<file path="config.mk">
export PLATFORM = sky130hd
export DESIGN_NAME = joystick_velocity_shaper_flat
export DESIGN_NICKNAME = d
export VERILOG_FILES = /design/src/hw/rtl/jvs_pkg.sv /design/src/hw/rtl/jvs_if.sv /design/src/hw/rtl/jvs_cfg.sv /design/src/hw/rtl/jvs_ctrl.sv /design/src/hw/rtl/jvs_dp.sv /design/src/hw/rtl/joystick_velocity_shaper.sv /design/src/flat_wrapper.sv
export SDC_FILE = /design/constraint.sdc
export NUM_CORES = 2
export LEC_CHECK = 0
export ABC_AREA = 0
export BUFFER_PORTS_ARGS = -buffer_cell sky130_fd_sc_hd__buf_2
export CORE_UTILIZATION = 29
export CTS_CLUSTER_DIAMETER = 30
export DETAILED_ROUTE_END_ITERATION = 10
export PLACE_DENSITY_LB_ADDON = 0.15
export SETUP_SLACK_MARGIN = 0.3
export SLEW_MARGIN = 20
export SYNTH_ARGS = -nofsm -noshare
export SYNTH_HDL_FRONTEND = slang
export SYNTH_SLANG_ARGS = --single-unit
</file>
<file path="constraint.sdc">
create_clock -name i_clk -period 23.1 [get_ports i_clk]
set_input_delay 2.31 -clock i_clk [delete_from_list [all_inputs] [get_ports i_clk]]
set_output_delay 2.31 -clock i_clk [all_outputs]
set_load 0.05 [all_outputs]
</file>
<file path="src/hw/rtl/jvs_pkg.sv">
`timescale 1ns / 1ps
// ----------------------------------------------------------------------------
// jvs_pkg
// shared types and constants of the joystick velocity shaper
// ----------------------------------------------------------------------------
package jvs_pkg;

    localparam int USE_DPAD     = 0;
    localparam int STOP_REPEATS = 3;
    localparam int BUTTON_COUNT = 16;
    localparam int DIV_STEPS    = 16;   // two quotient bits per step

    localparam logic [14:0] DZ_CAP    = 15'd31129;
    localparam logic [9:0]  TICK_SAT  = 10'd1023;
    localparam logic [16:0] Q15_ONE   = 17'd32768;

    // register indexes
    localparam logic [2:0] REG_LINEAR_LIMIT   = 3'd0;
    localparam logic [2:0] REG_ANGULAR_LIMIT  = 3'd1;
    localparam logic [2:0] REG_DEADZONE_ENTER = 3'd2;
    localparam logic [2:0] REG_DZ_HYSTERESIS  = 3'd3;
    localparam logic [2:0] REG_TIMEOUT_TICKS  = 3'd4;
    localparam logic [2:0] REG_ACCEL_STEP     = 3'd5;
    localparam logic [2:0] REG_ALPHA_STEP     = 3'd6;
    localparam logic [2:0] REG_DEADMAN_SELECT = 3'd7;

    // axis slots of the shaping pass
    localparam logic [1:0] AX_FORWARD = 2'd0;
    localparam logic [1:0] AX_LATERAL = 2'd1;
    localparam logic [1:0] AX_YAW     = 2'd2;

    typedef enum logic [2:0] {
        S_IDLE,
        S_CHECK,
        S_MUL,
        S_LOAD,
        S_DIV,
        S_STORE,
        S_FIN,
        S_OUT
    } t_state;

    typedef struct packed {
        logic [14:0] linear_limit;
        logic [14:0] angular_limit;
        logic [14:0] deadzone_enter;
        logic [14:0] dz_hysteresis;
        logic [9:0]  timeout_ticks;
        logic [14:0] accel_step;
        logic [14:0] alpha_step;
        logic [4:0]  deadman_select;
    } t_cfg;

    typedef struct packed {
        logic       load_sample;
        logic       tick_check;
        logic       mul;
        logic       load_div;
        logic       div_step;
        logic       store;
        logic       finish;
        logic [1:0] axis;
    } t_cmd;

    typedef struct packed {
        logic is_tick;
        logic timed_out;
        logic shape_path;
        logic emit;
    } t_sts;

endpackage

</file>
<file path="src/hw/rtl/jvs_if.sv">
`timescale 1ns / 1ps
// ----------------------------------------------------------------------------
// jvs_in_if / jvs_out_if
// valid/ready channels for joystick items and velocity results
// ----------------------------------------------------------------------------
interface jvs_in_if;
    logic               valid;
    logic               ready;
    logic               command;
    logic signed [15:0] left_x;
    logic signed [15:0] left_y;
    logic signed [15:0] right_yaw;
    logic signed [15:0] dpad_x;
    logic signed [15:0] dpad_y;
    logic [15:0]        buttons;

    modport source (output valid, command, left_x, left_y, right_yaw, dpad_x, dpad_y,
                    buttons, input ready);
    modport sink   (input valid, command, left_x, left_y, right_yaw, dpad_x, dpad_y,
                    buttons, output ready);
endinterface

interface jvs_out_if;
    logic               valid;
    logic               ready;
    logic signed [15:0] vel_forward;
    logic signed [15:0] vel_lateral;
    logic signed [15:0] yaw_rate;
    logic               forced_stop;

    modport source (output valid, vel_forward, vel_lateral, yaw_rate, forced_stop,
                    input ready);
    modport sink   (input valid, vel_forward, vel_lateral, yaw_rate, forced_stop,
                    output ready);
endinterface

</file>
<file path="src/hw/rtl/jvs_cfg.sv">
`timescale 1ns / 1ps
// ----------------------------------------------------------------------------
// jvs_cfg
// apb register file holding the shaper configuration
// ----------------------------------------------------------------------------
module jvs_cfg
    import jvs_pkg::*;
(
    input  logic        i_clk,
    input  logic        i_rst_n,
    input  logic        psel,
    input  logic        penable,
    input  logic        pwrite,
    input  logic [4:0]  paddr,
    input  logic [31:0] pwdata,
    output logic [31:0] prdata,
    output logic        pready,
    output t_cfg        o_cfg
);
    t_cfg       r_cfg;
    logic       w_wr;
    logic [2:0] w_idx;

    assign pready = 1'b1;
    assign w_wr   = psel & penable & pwrite;
    assign w_idx  = paddr[4:2];
    assign o_cfg  = r_cfg;

    always_ff @(posedge i_clk) begin
        if (!i_rst_n) begin
            r_cfg.linear_limit   <= 15'd2048;
            r_cfg.angular_limit  <= 15'd2048;
            r_cfg.deadzone_enter <= 15'd4915;
            r_cfg.dz_hysteresis  <= 15'd655;
            r_cfg.timeout_ticks  <= 10'd15;
            r_cfg.accel_step     <= 15'd31;
            r_cfg.alpha_step     <= 15'd61;
            r_cfg.deadman_select <= 5'd0;
        end else if (w_wr) begin
            case (w_idx)
                REG_LINEAR_LIMIT:   r_cfg.linear_limit   <= pwdata[14:0];
                REG_ANGULAR_LIMIT:  r_cfg.angular_limit  <= pwdata[14:0];
                REG_DEADZONE_ENTER: r_cfg.deadzone_enter <= pwdata[14:0];
                REG_DZ_HYSTERESIS:  r_cfg.dz_hysteresis  <= pwdata[14:0];
                REG_TIMEOUT_TICKS:  r_cfg.timeout_ticks  <= pwdata[9:0];
                REG_ACCEL_STEP:     r_cfg.accel_step     <= pwdata[14:0];
                REG_ALPHA_STEP:     r_cfg.alpha_step     <= pwdata[14:0];
                REG_DEADMAN_SELECT: r_cfg.deadman_select <= pwdata[4:0];
                default: ;
            endcase
        end
    end

    always_comb begin
        case (w_idx)
            REG_LINEAR_LIMIT:   prdata = {17'd0, r_cfg.linear_limit};
            REG_ANGULAR_LIMIT:  prdata = {17'd0, r_cfg.angular_limit};
            REG_DEADZONE_ENTER: prdata = {17'd0, r_cfg.deadzone_enter};
            REG_DZ_HYSTERESIS:  prdata = {17'd0, r_cfg.dz_hysteresis};
            REG_TIMEOUT_TICKS:  prdata = {22'd0, r_cfg.timeout_ticks};
            REG_ACCEL_STEP:     prdata = {17'd0, r_cfg.accel_step};
            REG_ALPHA_STEP:     prdata = {17'd0, r_cfg.alpha_step};
            REG_DEADMAN_SELECT: prdata = {27'd0, r_cfg.deadman_select};
            default:            prdata = 32'd0;
        endcase
    end
endmodule

</file>
<file path="src/hw/rtl/jvs_ctrl.sv">
`timescale 1ns / 1ps
// ----------------------------------------------------------------------------
// jvs_ctrl
// sequencer: sample store, tick check, per-axis shaping, slew, result beat
// ----------------------------------------------------------------------------
module jvs_ctrl
    import jvs_pkg::*;
(
    input  logic i_clk,
    input  logic i_rst_n,
    input  logic i_in_valid,
    output logic o_in_ready,
    output logic o_out_valid,
    input  logic i_out_ready,
    input  t_sts i_sts,
    output t_cmd o_cmd
);
    t_state     r_state, n_state;
    logic [1:0] r_axis, n_axis;
    logic [3:0] r_cnt, n_cnt;

    always_ff @(posedge i_clk) begin
        if (!i_rst_n) begin
            r_state <= S_IDLE;
            r_axis  <= AX_FORWARD;
            r_cnt   <= '0;
        end else begin
            r_state <= n_state;
            r_axis  <= n_axis;
            r_cnt   <= n_cnt;
        end
    end

    always_comb begin
        n_state = r_state;
        n_axis  = r_axis;
        n_cnt   = r_cnt;
        case (r_state)
            S_IDLE: begin
                if (i_in_valid && i_sts.is_tick) n_state = S_CHECK;
            end
            S_CHECK: begin
                n_axis = AX_FORWARD;
                if (i_sts.timed_out)       n_state = S_OUT;
                else if (i_sts.shape_path) n_state = S_MUL;
                else                       n_state = S_FIN;
            end
            S_MUL:  n_state = S_LOAD;
            S_LOAD: begin
                n_cnt   = '0;
                n_state = S_DIV;
            end
            S_DIV: begin
                n_cnt = r_cnt + 4'd1;
                if (r_cnt == 4'(DIV_STEPS - 1)) n_state = S_STORE;
            end
            S_STORE: begin
                n_axis = r_axis + 2'd1;
                if (r_axis == AX_YAW) n_state = S_FIN;
                else                  n_state = S_MUL;
            end
            S_FIN: begin
                if (i_sts.emit) n_state = S_OUT;
                else            n_state = S_IDLE;
            end
            S_OUT: begin
                if (i_out_ready) n_state = S_IDLE;
            end
            default: n_state = S_IDLE;
        endcase
    end

    always_comb begin
        o_cmd       = '0;
        o_cmd.axis  = r_axis;
        o_in_ready  = 1'b0;
        o_out_valid = 1'b0;
        case (r_state)
            S_IDLE: begin
                o_in_ready        = 1'b1;
                o_cmd.load_sample = i_in_valid & ~i_sts.is_tick;
            end
            S_CHECK: o_cmd.tick_check = 1'b1;
            S_MUL:   o_cmd.mul        = 1'b1;
            S_LOAD:  o_cmd.load_div   = 1'b1;
            S_DIV:   o_cmd.div_step   = 1'b1;
            S_STORE: o_cmd.store      = 1'b1;
            S_FIN:   o_cmd.finish     = 1'b1;
            S_OUT:   o_out_valid      = 1'b1;
            default: ;
        endcase
    end

    a_no_overlap: assert property (@(posedge i_clk) disable iff (!i_rst_n)
        !(o_in_ready && o_out_valid)) else $error("input and output open together");
    a_timeout_out: assert property (@(posedge i_clk) disable iff (!i_rst_n)
        (r_state == S_CHECK && i_sts.timed_out) |=> (r_state == S_OUT))
        else $error("watchdog stop did not go to output");
    a_out_done: assert property (@(posedge i_clk) disable iff (!i_rst_n)
        (o_out_valid && i_out_ready) |=> (r_state == S_IDLE))
        else $error("no return to idle after result beat");
endmodule

</file>
<file path="src/hw/rtl/jvs_dp.sv">
`timescale 1ns / 1ps
// ----------------------------------------------------------------------------
// jvs_dp
// held sample, watchdog, deadzone shaping with radix-4 divider, clamp and slew
// ----------------------------------------------------------------------------
module jvs_dp
    import jvs_pkg::*;
(
    input  logic               i_clk,
    input  logic               i_rst_n,
    input  t_cmd               i_cmd,
    input  t_cfg               i_cfg,
    input  logic               i_command,
    input  logic signed [15:0] i_left_x,
    input  logic signed [15:0] i_left_y,
    input  logic signed [15:0] i_right_yaw,
    input  logic signed [15:0] i_dpad_x,
    input  logic signed [15:0] i_dpad_y,
    input  logic [15:0]        i_buttons,
    output t_sts               o_sts,
    output logic signed [15:0] o_vel_forward,
    output logic signed [15:0] o_vel_lateral,
    output logic signed [15:0] o_yaw_rate,
    output logic               o_forced_stop
);
    logic signed [15:0] r_axes [5];
    logic [15:0]        r_buttons;
    logic               r_seen;
    logic [9:0]         r_ticks;
    logic [2:0]         r_flag;
    logic signed [15:0] r_cur [3];
    logic signed [15:0] r_tgt [3];
    logic [7:0]         r_zcnt;
    logic               r_stop;
    logic [29:0]        r_prod;
    logic [15:0]        r_den;
    logic               r_zero;
    logic               r_neg;
    logic [31:0]        r_num;
    logic [16:0]        r_rem;

    function automatic logic signed [15:0] axis_in(input logic signed [15:0] v);
        return (v == 16'sh8000) ? -16'sd32767 : v;
    endfunction

    function automatic logic [14:0] mag15(input logic signed [15:0] v);
        logic [15:0] a;
        a = v[15] ? 16'(-v) : 16'(v);
        return a[14:0];
    endfunction

    function automatic logic signed [15:0] apply_sign(input logic neg, input logic [14:0] m);
        return neg ? -$signed({1'b0, m}) : $signed({1'b0, m});
    endfunction

    function automatic logic signed [15:0] clamp_sym(input logic signed [15:0] v,
                                                     input logic [14:0] lim);
        logic signed [15:0] l;
        l = $signed({1'b0, lim});
        if (v > l)       return l;
        else if (v < -l) return -l;
        else             return v;
    endfunction

    function automatic logic signed [15:0] slew(input logic signed [15:0] cur,
                                                input logic signed [15:0] tgt,
                                                input logic [14:0] step);
        logic signed [16:0] d;
        logic signed [16:0] s;
        logic signed [16:0] r;
        d = 17'(tgt) - 17'(cur);
        s = $signed({2'b00, step});
        if (d > s)  d = s;
        if (d < -s) d = -s;
        r = 17'(cur) + d;
        return r[15:0];
    endfunction

    function automatic logic signed [15:0] scale_direct(input logic signed [15:0] v,
                                                        input logic [14:0] lim);
        logic [29:0] p;
        logic [30:0] q;
        p = mag15(v) * lim;
        q = {1'b0, p} + 31'd16384;
        return apply_sign(v[15], q[29:15]);
    endfunction

    // ---- thresholds
    logic [14:0] w_enter, w_hyst, w_exit;
    assign w_enter = (i_cfg.deadzone_enter > DZ_CAP) ? DZ_CAP : i_cfg.deadzone_enter;
    assign w_hyst  = (i_cfg.dz_hysteresis > w_enter) ? w_enter : i_cfg.dz_hysteresis;
    assign w_exit  = w_enter - w_hyst;

    // ---- axis select for shaping
    logic signed [15:0] w_v;
    logic [14:0]        w_lim, w_m;
    logic               w_flag_old, w_flag_new;
    always_comb begin
        case (i_cmd.axis)
            AX_FORWARD: begin w_v = r_axes[1]; w_lim = i_cfg.linear_limit; end
            AX_LATERAL: begin w_v = r_axes[0]; w_lim = i_cfg.linear_limit; end
            default:    begin w_v = r_axes[2]; w_lim = i_cfg.angular_limit; end
        endcase
        w_m        = mag15(w_v);
        w_flag_old = r_flag[i_cmd.axis];
        if (!w_flag_old && w_m >= w_enter)    w_flag_new = 1'b1;
        else if (w_flag_old && w_m < w_exit)  w_flag_new = 1'b0;
        else                                  w_flag_new = w_flag_old;
    end

    // ---- two restoring divide steps per cycle
    logic [17:0] w_t1, w_t2;
    logic [16:0] w_r1, w_r2, w_d;
    logic        w_q1, w_q2;
    always_comb begin
        w_d  = {r_den, 1'b0};
        w_t1 = {r_rem, r_num[31]};
        w_q1 = (w_t1 >= {1'b0, w_d});
        w_r1 = w_q1 ? 17'(w_t1 - {1'b0, w_d}) : w_t1[16:0];
        w_t2 = {w_r1, r_num[30]};
        w_q2 = (w_t2 >= {1'b0, w_d});
        w_r2 = w_q2 ? 17'(w_t2 - {1'b0, w_d}) : w_t2[16:0];
    end

    // ---- watchdog and deadman
    logic       w_timed_out;
    logic [4:0] w_dm_k;
    logic       w_dm_held, w_dm_fail;
    assign w_timed_out = (i_cfg.timeout_ticks != 10'd0) && r_seen &&
                         (r_ticks >= i_cfg.timeout_ticks);
    assign w_dm_k      = i_cfg.deadman_select - 5'd1;
    assign w_dm_held   = r_seen && (32'(w_dm_k) < BUTTON_COUNT) && (w_dm_k < 5'd16) &&
                         r_buttons[w_dm_k[3:0]];
    assign w_dm_fail   = (i_cfg.deadman_select != 5'd0) && !w_dm_held;

    // ---- clamp and slew
    logic signed [15:0] w_ncur [3];
    logic               w_all_zero;
    always_comb begin
        w_ncur[0] = slew(r_cur[0], clamp_sym(r_tgt[0], i_cfg.linear_limit), i_cfg.accel_step);
        w_ncur[1] = slew(r_cur[1], clamp_sym(r_tgt[1], i_cfg.linear_limit), i_cfg.accel_step);
        w_ncur[2] = slew(r_cur[2], clamp_sym(r_tgt[2], i_cfg.angular_limit), i_cfg.alpha_step);
        w_all_zero = (w_ncur[0] == 16'sd0) && (w_ncur[1] == 16'sd0) && (w_ncur[2] == 16'sd0);
    end

    assign o_sts.is_tick    = i_command;
    assign o_sts.timed_out  = w_timed_out;
    assign o_sts.shape_path = r_seen && (USE_DPAD == 0);
    assign o_sts.emit       = w_dm_fail || !w_all_zero || (32'(r_zcnt) < STOP_REPEATS);

    logic signed [15:0] w_shaped;
    assign w_shaped = r_zero ? 16'sd0 : apply_sign(r_neg, r_num[14:0]);

    always_ff @(posedge i_clk) begin
        if (!i_rst_n) begin
            for (int i = 0; i < 5; i++) r_axes[i] <= '0;
            for (int i = 0; i < 3; i++) begin
                r_cur[i] <= '0;
                r_tgt[i] <= '0;
            end
            r_buttons <= '0;
            r_seen    <= 1'b0;
            r_ticks   <= '0;
            r_flag    <= '0;
            r_zcnt    <= '0;
            r_stop    <= 1'b0;
        end else begin
            if (i_cmd.load_sample) begin
                r_axes[0] <= axis_in(i_left_x);
                r_axes[1] <= axis_in(i_left_y);
                r_axes[2] <= axis_in(i_right_yaw);
                r_axes[3] <= axis_in(i_dpad_x);
                r_axes[4] <= axis_in(i_dpad_y);
                r_buttons <= i_buttons;
                r_seen    <= 1'b1;
                r_ticks   <= '0;
            end
            if (i_cmd.tick_check) begin
                if (r_ticks < TICK_SAT) r_ticks <= r_ticks + 10'd1;
                if (w_timed_out) begin
                    for (int i = 0; i < 3; i++) r_cur[i] <= '0;
                    r_flag <= '0;
                    r_zcnt <= '0;
                    r_stop <= 1'b1;
                end else begin
                    r_stop <= 1'b0;
                    if (!r_seen) begin
                        r_flag <= '0;
                        for (int i = 0; i < 3; i++) r_tgt[i] <= '0;
                    end else if (USE_DPAD != 0) begin
                        r_tgt[0] <= scale_direct(r_axes[4], i_cfg.linear_limit);
                        r_tgt[1] <= scale_direct(r_axes[3], i_cfg.linear_limit);
                        if (r_buttons[2] && !r_buttons[1])
                            r_tgt[2] <= $signed({1'b0, i_cfg.angular_limit});
                        else if (r_buttons[1] && !r_buttons[2])
                            r_tgt[2] <= -$signed({1'b0, i_cfg.angular_limit});
                        else
                            r_tgt[2] <= 16'sd0;
                    end
                end
            end
            if (i_cmd.mul) r_flag[i_cmd.axis] <= w_flag_new;
            if (i_cmd.store) begin
                if (i_cmd.axis == AX_YAW) r_tgt[2] <= -w_shaped;
                else                      r_tgt[i_cmd.axis] <= w_shaped;
            end
            if (i_cmd.finish) begin
                if (w_dm_fail) begin
                    for (int i = 0; i < 3; i++) r_cur[i] <= '0;
                    r_flag <= '0;
                    r_zcnt <= '0;
                    r_stop <= 1'b1;
                end else begin
                    for (int i = 0; i < 3; i++) r_cur[i] <= w_ncur[i];
                    if (!w_all_zero)                        r_zcnt <= '0;
                    else if (32'(r_zcnt) < STOP_REPEATS)    r_zcnt <= r_zcnt + 8'd1;
                end
            end
        end
    end

    // payload of the shaping divider
    always_ff @(posedge i_clk) begin
        if (i_cmd.mul) begin
            r_zero <= !w_flag_new || (w_m < w_exit);
            r_neg  <= w_v[15];
            r_prod <= (w_m - w_exit) * w_lim;
            r_den  <= 16'(Q15_ONE - {2'b00, w_exit});
        end
        if (i_cmd.load_div) begin
            r_num <= {1'b0, r_prod, 1'b0} + {16'd0, r_den};
            r_rem <= '0;
        end
        if (i_cmd.div_step) begin
            r_num <= {r_num[29:0], w_q1, w_q2};
            r_rem <= w_r2;
        end
    end

    assign o_vel_forward = r_cur[0];
    assign o_vel_lateral = r_cur[1];
    assign o_yaw_rate    = r_cur[2];
    assign o_forced_stop = r_stop;

    a_no_min: assert property (@(posedge i_clk) disable iff (!i_rst_n)
        (r_cur[0] != 16'sh8000) && (r_cur[1] != 16'sh8000) && (r_cur[2] != 16'sh8000))
        else $error("output reached most negative code");
endmodule

</file>
<file path="src/hw/rtl/joystick_velocity_shaper.sv">
`timescale 1ns / 1ps
// ----------------------------------------------------------------------------
// joystick_velocity_shaper
// teleop joystick to velocity command shaper with deadzone, watchdog and slew
// ----------------------------------------------------------------------------
// usage:
//   i_in carries beats: command 0 stores a joystick sample (axes, buttons),
//   command 1 is a control tick that may produce one beat on o_out.
//   the apb port writes the eight configuration registers at 4*index; only
//   write it while the block is idle. pready is tied high.
// sequencing:
//   one beat is worked at a time. a sample is stored directly from idle. a tick
//   ends early when stopped by the watchdog or with no sample yet; in stick
//   mode three axes run through one shared divider that retires two quotient
//   bits a cycle, then clamp and slew are applied. the result is held on
//   o_out until it is taken.
// reset:
//   synchronous, active low; configuration returns to defaults, the held
//   sample, watchdog, deadzone flags, outputs and zero-repeat count clear.
// stall:
//   while o_out is not ready the result stays and i_in is not accepted.
// ----------------------------------------------------------------------------
module joystick_velocity_shaper
    import jvs_pkg::*;
(
    input  logic        i_clk,
    input  logic        i_rst_n,
    jvs_in_if.sink      i_in,
    jvs_out_if.source   o_out,
    input  logic        psel,
    input  logic        penable,
    input  logic        pwrite,
    input  logic [4:0]  paddr,
    input  logic [31:0] pwdata,
    output logic [31:0] prdata,
    output logic        pready
);
    t_cfg w_cfg;
    t_cmd w_cmd;
    t_sts w_sts;

    // register file
    jvs_cfg u_cfg (
        .i_clk   (i_clk),
        .i_rst_n (i_rst_n),
        .psel    (psel),
        .penable (penable),
        .pwrite  (pwrite),
        .paddr   (paddr),
        .pwdata  (pwdata),
        .prdata  (prdata),
        .pready  (pready),
        .o_cfg   (w_cfg)
    );

    // sequencer owns both handshakes
    jvs_ctrl u_ctrl (
        .i_clk       (i_clk),
        .i_rst_n     (i_rst_n),
        .i_in_valid  (i_in.valid),
        .o_in_ready  (i_in.ready),
        .o_out_valid (o_out.valid),
        .i_out_ready (o_out.ready),
        .i_sts       (w_sts),
        .o_cmd       (w_cmd)
    );

    // datapath; its output registers double as the result holding stage
    jvs_dp u_dp (
        .i_clk         (i_clk),
        .i_rst_n       (i_rst_n),
        .i_cmd         (w_cmd),
        .i_cfg         (w_cfg),
        .i_command     (i_in.command),
        .i_left_x      (i_in.left_x),
        .i_left_y      (i_in.left_y),
        .i_right_yaw   (i_in.right_yaw),
        .i_dpad_x      (i_in.dpad_x),
        .i_dpad_y      (i_in.dpad_y),
        .i_buttons     (i_in.buttons),
        .o_sts         (w_sts),
        .o_vel_forward (o_out.vel_forward),
        .o_vel_lateral (o_out.vel_lateral),
        .o_yaw_rate    (o_out.yaw_rate),
        .o_forced_stop (o_out.forced_stop)
    );
endmodule

</file>
<file path="src/flat_wrapper.sv">
// flat-port wrapper written by rule: the top's interface ports become plain ports
module joystick_velocity_shaper_flat import jvs_pkg::*;
  (i_clk, i_rst_n, psel, penable, pwrite, paddr, pwdata, prdata, pready, i_in_valid, i_in_command, i_in_left_x, i_in_left_y, i_in_right_yaw, i_in_dpad_x, i_in_dpad_y, i_in_buttons, i_in_ready, o_out_valid, o_out_vel_forward, o_out_vel_lateral, o_out_yaw_rate, o_out_forced_stop, o_out_ready);
  jvs_in_if i_in_i ();
  jvs_out_if o_out_i ();
  input  logic i_clk;
  input  logic i_rst_n;
  input  logic psel;
  input  logic penable;
  input  logic pwrite;
  input  logic [4:0] paddr;
  input  logic [31:0] pwdata;
  output logic [31:0] prdata;
  output logic pready;
  input wire logic [$bits(i_in_i.valid)-1:0] i_in_valid;
  input wire logic [$bits(i_in_i.command)-1:0] i_in_command;
  input wire logic [$bits(i_in_i.left_x)-1:0] i_in_left_x;
  input wire logic [$bits(i_in_i.left_y)-1:0] i_in_left_y;
  input wire logic [$bits(i_in_i.right_yaw)-1:0] i_in_right_yaw;
  input wire logic [$bits(i_in_i.dpad_x)-1:0] i_in_dpad_x;
  input wire logic [$bits(i_in_i.dpad_y)-1:0] i_in_dpad_y;
  input wire logic [$bits(i_in_i.buttons)-1:0] i_in_buttons;
  output wire logic [$bits(i_in_i.ready)-1:0] i_in_ready;
  output wire logic [$bits(o_out_i.valid)-1:0] o_out_valid;
  output wire logic [$bits(o_out_i.vel_forward)-1:0] o_out_vel_forward;
  output wire logic [$bits(o_out_i.vel_lateral)-1:0] o_out_vel_lateral;
  output wire logic [$bits(o_out_i.yaw_rate)-1:0] o_out_yaw_rate;
  output wire logic [$bits(o_out_i.forced_stop)-1:0] o_out_forced_stop;
  input wire logic [$bits(o_out_i.ready)-1:0] o_out_ready;
  assign i_in_i.valid = i_in_valid;
  assign i_in_i.command = i_in_command;
  assign i_in_i.left_x = i_in_left_x;
  assign i_in_i.left_y = i_in_left_y;
  assign i_in_i.right_yaw = i_in_right_yaw;
  assign i_in_i.dpad_x = i_in_dpad_x;
  assign i_in_i.dpad_y = i_in_dpad_y;
  assign i_in_i.buttons = i_in_buttons;
  assign i_in_ready = i_in_i.ready;
  assign o_out_valid = o_out_i.valid;
  assign o_out_vel_forward = o_out_i.vel_forward;
  assign o_out_vel_lateral = o_out_i.vel_lateral;
  assign o_out_yaw_rate = o_out_i.yaw_rate;
  assign o_out_forced_stop = o_out_i.forced_stop;
  assign o_out_i.ready = o_out_ready;
  joystick_velocity_shaper u_core (.i_clk(i_clk), .i_rst_n(i_rst_n), .i_in(i_in_i), .o_out(o_out_i), .psel(psel), .penable(penable), .pwrite(pwrite), .paddr(paddr), .pwdata(pwdata), .prdata(prdata), .pready(pready));
endmodule
</file>
==> metrics.cfg <==
[outcome]
outcome=finished clean

[timing]
max_freq_mhz=58.32
tightest_slew_ps=1193
worst_clock_skew_ps=114.1
max-slew-margin-rel=0.1940
setup_violations=0
drv_slew=0
whs_ps=452.9
rsz0062_at_grt=no
fin_setup_tns_ps=0
period_minus_slack_ps=17150
hold_viol=0
fin_crit_sh=0.7423

[clocking]
cts_hold_buf=0
clkTransAtPathRegs_ps=50
post-cts-setup-buffers=0
numCtsBuffers=114
cts_max_level=3
cts-resized-gates=0
cts_tree=done
clkLatencyLatePin_ps=760
cts_root_buf=clkbuf_16
cts.sinks=394
clock_path_buffers=3

[global_routing]
grt_usage=0.1923
overflow=0
grt_max_degree=65
grt_pass1_vias=35880
antenna_found_initial=7
grt_first_pass_wirelength_mm=217.7

[synth]
synth_top_family_by_area=adder cells
synthAdderAreaFrac=0.2558
ys_warn_count=0
synth_compound_area_frac=0.1564
yosysSeqAreaShare=0.2415
postSynthAreaPerCell_um2=8.437
synth-async-reset-ratio=0
synth-xor-area-share=0.05915
synth_ff_type=edfxtp_1
synth_edf_count=241
synth_mux_area_frac=0.03462
ys_types=86
synth-simple-area-share=0.1857
syn_inst=5055
synthesis.area_um2=42650
ys_ff_latch=394

[detailed_routing]
drt-initial-drc-count=2417
drc_errors=0
final_antenna_net_count=0
routed_wl_mm=143.1
wl_per_cell_um=19.77
viasPerCell=5.037
dr.pass1.iters=5
route.vias.total=36450

[setup_path]
crit_path_max_incr_delay_ps=840
crit_arrival_ps=17820
crit_slowest_cell=a2111oi_4
cp_common_cell=nor2_1
r2r_slack_ps=5950
start_kind=flip-flop
worstSetupPathDepth=60
r2r_start=u_core.u_cfg.o_cfg[90]
r2r-end=u_core.u_dp.r_zcnt[3]
required_ps=23780
cp_max_fo=27
endpoint=u_core.u_dp.r_zcnt[3]
end_kind=flip-flop
startpoint=u_core.u_cfg.o_cfg[90]
cp_top_family=simple AND/OR/NAND/NOR gates
path_class=reg -> reg
reg2regPathDepth=60
crit_buf_inv=2

[place]
dp_hpwl_mm=115.8
place_congestion=0.8762
numPortBuffers=155
dp.cells=7020

[die]
die_x_um=385.5
ios=225
coreArea_um2=145700
fp.dieH_um=385.5
rows=140
die_area_um2=148600
start_util=0.2926

[hold_path]
hold_path_class=reg -> reg
hold_start=u_core.u_dp.r_buttons[1]

[job]
max_cap_viol_count=0

[cells_and_area]
drive_gt1_frac=0.09571
final-seq-area_um2=10300
finalNonFillerCells=7236
nNetsFinal=6085
multi_input_area_um2=29660
nFillCells=15400
utilization=0.3409
syn2layout_area_growth_pct=16.51

[pwr]
finalPower_w=0.005119
leakagePower_nw=21.25
peakVddDrop_mv=0.06676
cellPowerDensity_nw_per_um2=103.0

## per-layer routing
layer | routed length (um) | track usage | vias to the layer above
li1 | - | - | 17780
met1 | 66160 | 0.2643 | 17650
met2 | 65950 | 0.3157 | 855
met3 | 8562 | 0.03043 | 158
met4 | 2398 | 0.04084 | 4
met5 | 17 | 0 | -
## registers in the layout (all words and copies together) (netlist names)
| name | count |
|---|---|
| u_core.u_ctrl.r_axis | 2 |
| u_core.u_dp.r_rem | 17 |
| u_core.u_dp.r_num | 32 |
| u_core.u_dp.r_zcnt | 8 |
| u_core.u_dp.r_axes | 48 |
| u_core.u_dp.r_neg | 1 |
| u_core.u_ctrl.r_state | 3 |
| u_core.u_dp.r_buttons | 16 |
| u_core.u_dp.r_den | 16 |
| u_core.u_dp.o_forced_stop | 1 |
| u_core.u_ctrl.r_cnt | 4 |
| u_core.u_dp.r_seen | 1 |
| u_core.u_dp.r_flag | 3 |
| u_core.u_dp.r_zero | 1 |
| u_core.u_dp.r_prod | 30 |
| u_core.u_dp.r_tgt | 48 |
| u_core.u_cfg.o_cfg | 105 |
| u_core.u_dp.r_ticks | 10 |
| u_core.u_dp.r_cur | 48 |
## power breakdown
part / switching (W) / total (W) / leakage [nW] / internal [W]
Clock: 0.000505 / 0.00160 / 1.94 / 0.00109
Combinational: 0.00164 / 0.00262 / 15.7 / 0.000974
Sequential: 0.0000622 / 0.000907 / 3.63 / 0.000845
Total: 0.00221 / 0.00512 / 21.2 / 0.00291
## worst min path at each step
stage	end	slack, ps	cells past startpoint
2_1_floorplan	u_core.u_ctrl.r_cnt[3]	420	1
3_3_place_gp	u_core.u_cfg.o_cfg[30]	440	2
3_5_place_dp	u_core.u_dp.r_zcnt[2]	450	1
4_1_cts	u_core.u_cfg.o_cfg[42]	450	2
5_1_grt	u_core.u_dp.r_buttons[1]	460	2
6_report	u_core.u_dp.r_buttons[1]	450	2
## cells in the mapped netlist, drive strengths merged, types with 11 or more instances
cell type	number	area share
a211oi	46	0.0082
a21boi	15	0.0026
a21o	88	0.015
a21oi	333	0.039
a22o	14	0.0029
a31oi	25	0.0037
and2	74	0.011
and3	46	0.0067
buf	32	0.0046
clkbuf	161	0.014
dfxtp	153	0.072
edfxtp	241	0.17
fa	245	0.12
ha	480	0.14
inv	542	0.048
mux2	14	0.0037
mux2i	89	0.021
mux4	19	0.010
nand2	652	0.057
nand2b	58	0.0085
nand3	83	0.0097
nand4	57	0.0084
nor2	452	0.040
nor2b	74	0.011
nor3	89	0.010
nor3b	14	0.0025
nor4	29	0.0045
o211ai	37	0.0065
o21a	68	0.012
o21ai	279	0.033
o21bai	22	0.0039
o22ai	17	0.0025
o31ai	15	0.0026
o41ai	11	0.0024
or2	18	0.0026
or3	39	0.0057
xnor2	194	0.040
xor2	94	0.019
## cells by family (layout without fill, tap and decap cells)
family,after synthesis,after routing
multiplexers,122,122
adder cells (fa/ha/maj),725,725
AO/OA/AOI/OAI,1067,1067
XOR/XNOR,288,288
other,2,19
AND/OR/NAND/NOR,1722,1722
flip-flops,394,394
buffers and inverters,735,982
## final cells by class
class,count,area share
inverter,542,0.04097
multi-input combinational,3942,0.5970
clock buffer,137,0.06210
antenna,1,0.00005036
timing repair buffer,225,0.02619
clock inverter,78,0.01813
sequential,394,0.2073
tap,1917,0.04827
## cell usage in the layout, fill, tap and decap left out, types with 87 or more instances in the layout
cell type and instances:
nand2_1 650, inv_1 540, ha_1 480, nor2_1 449, a21oi_1 332, o21ai_0 266
fa_1 245, edfxtp_1 241, xnor2_1 193, buf_2 155, dfxtp_1 153, clkbuf_16 119
xor2_1 94, a21o_1 88, nor3_1 87
## stage by stage
| step | instance area (um2) | setup WS (ps) |
|---|---|---|
| floorplan | 42710 | 9781 |
| global placement | 45680 | 6138 |
| detailed placement | 45690 | 6067 |
| CTS | 49680 | 6024 |
| global route | 49680 | 4524 |
| finish | 49690 | 5953 |
## tightest hold or removal path: stages, from the launching register on
cell and delay (ps):
dfxtp_1 300, nand2_1 50, a21oi_1 50
No activity file was read; power rests on OpenSTA's default activity.
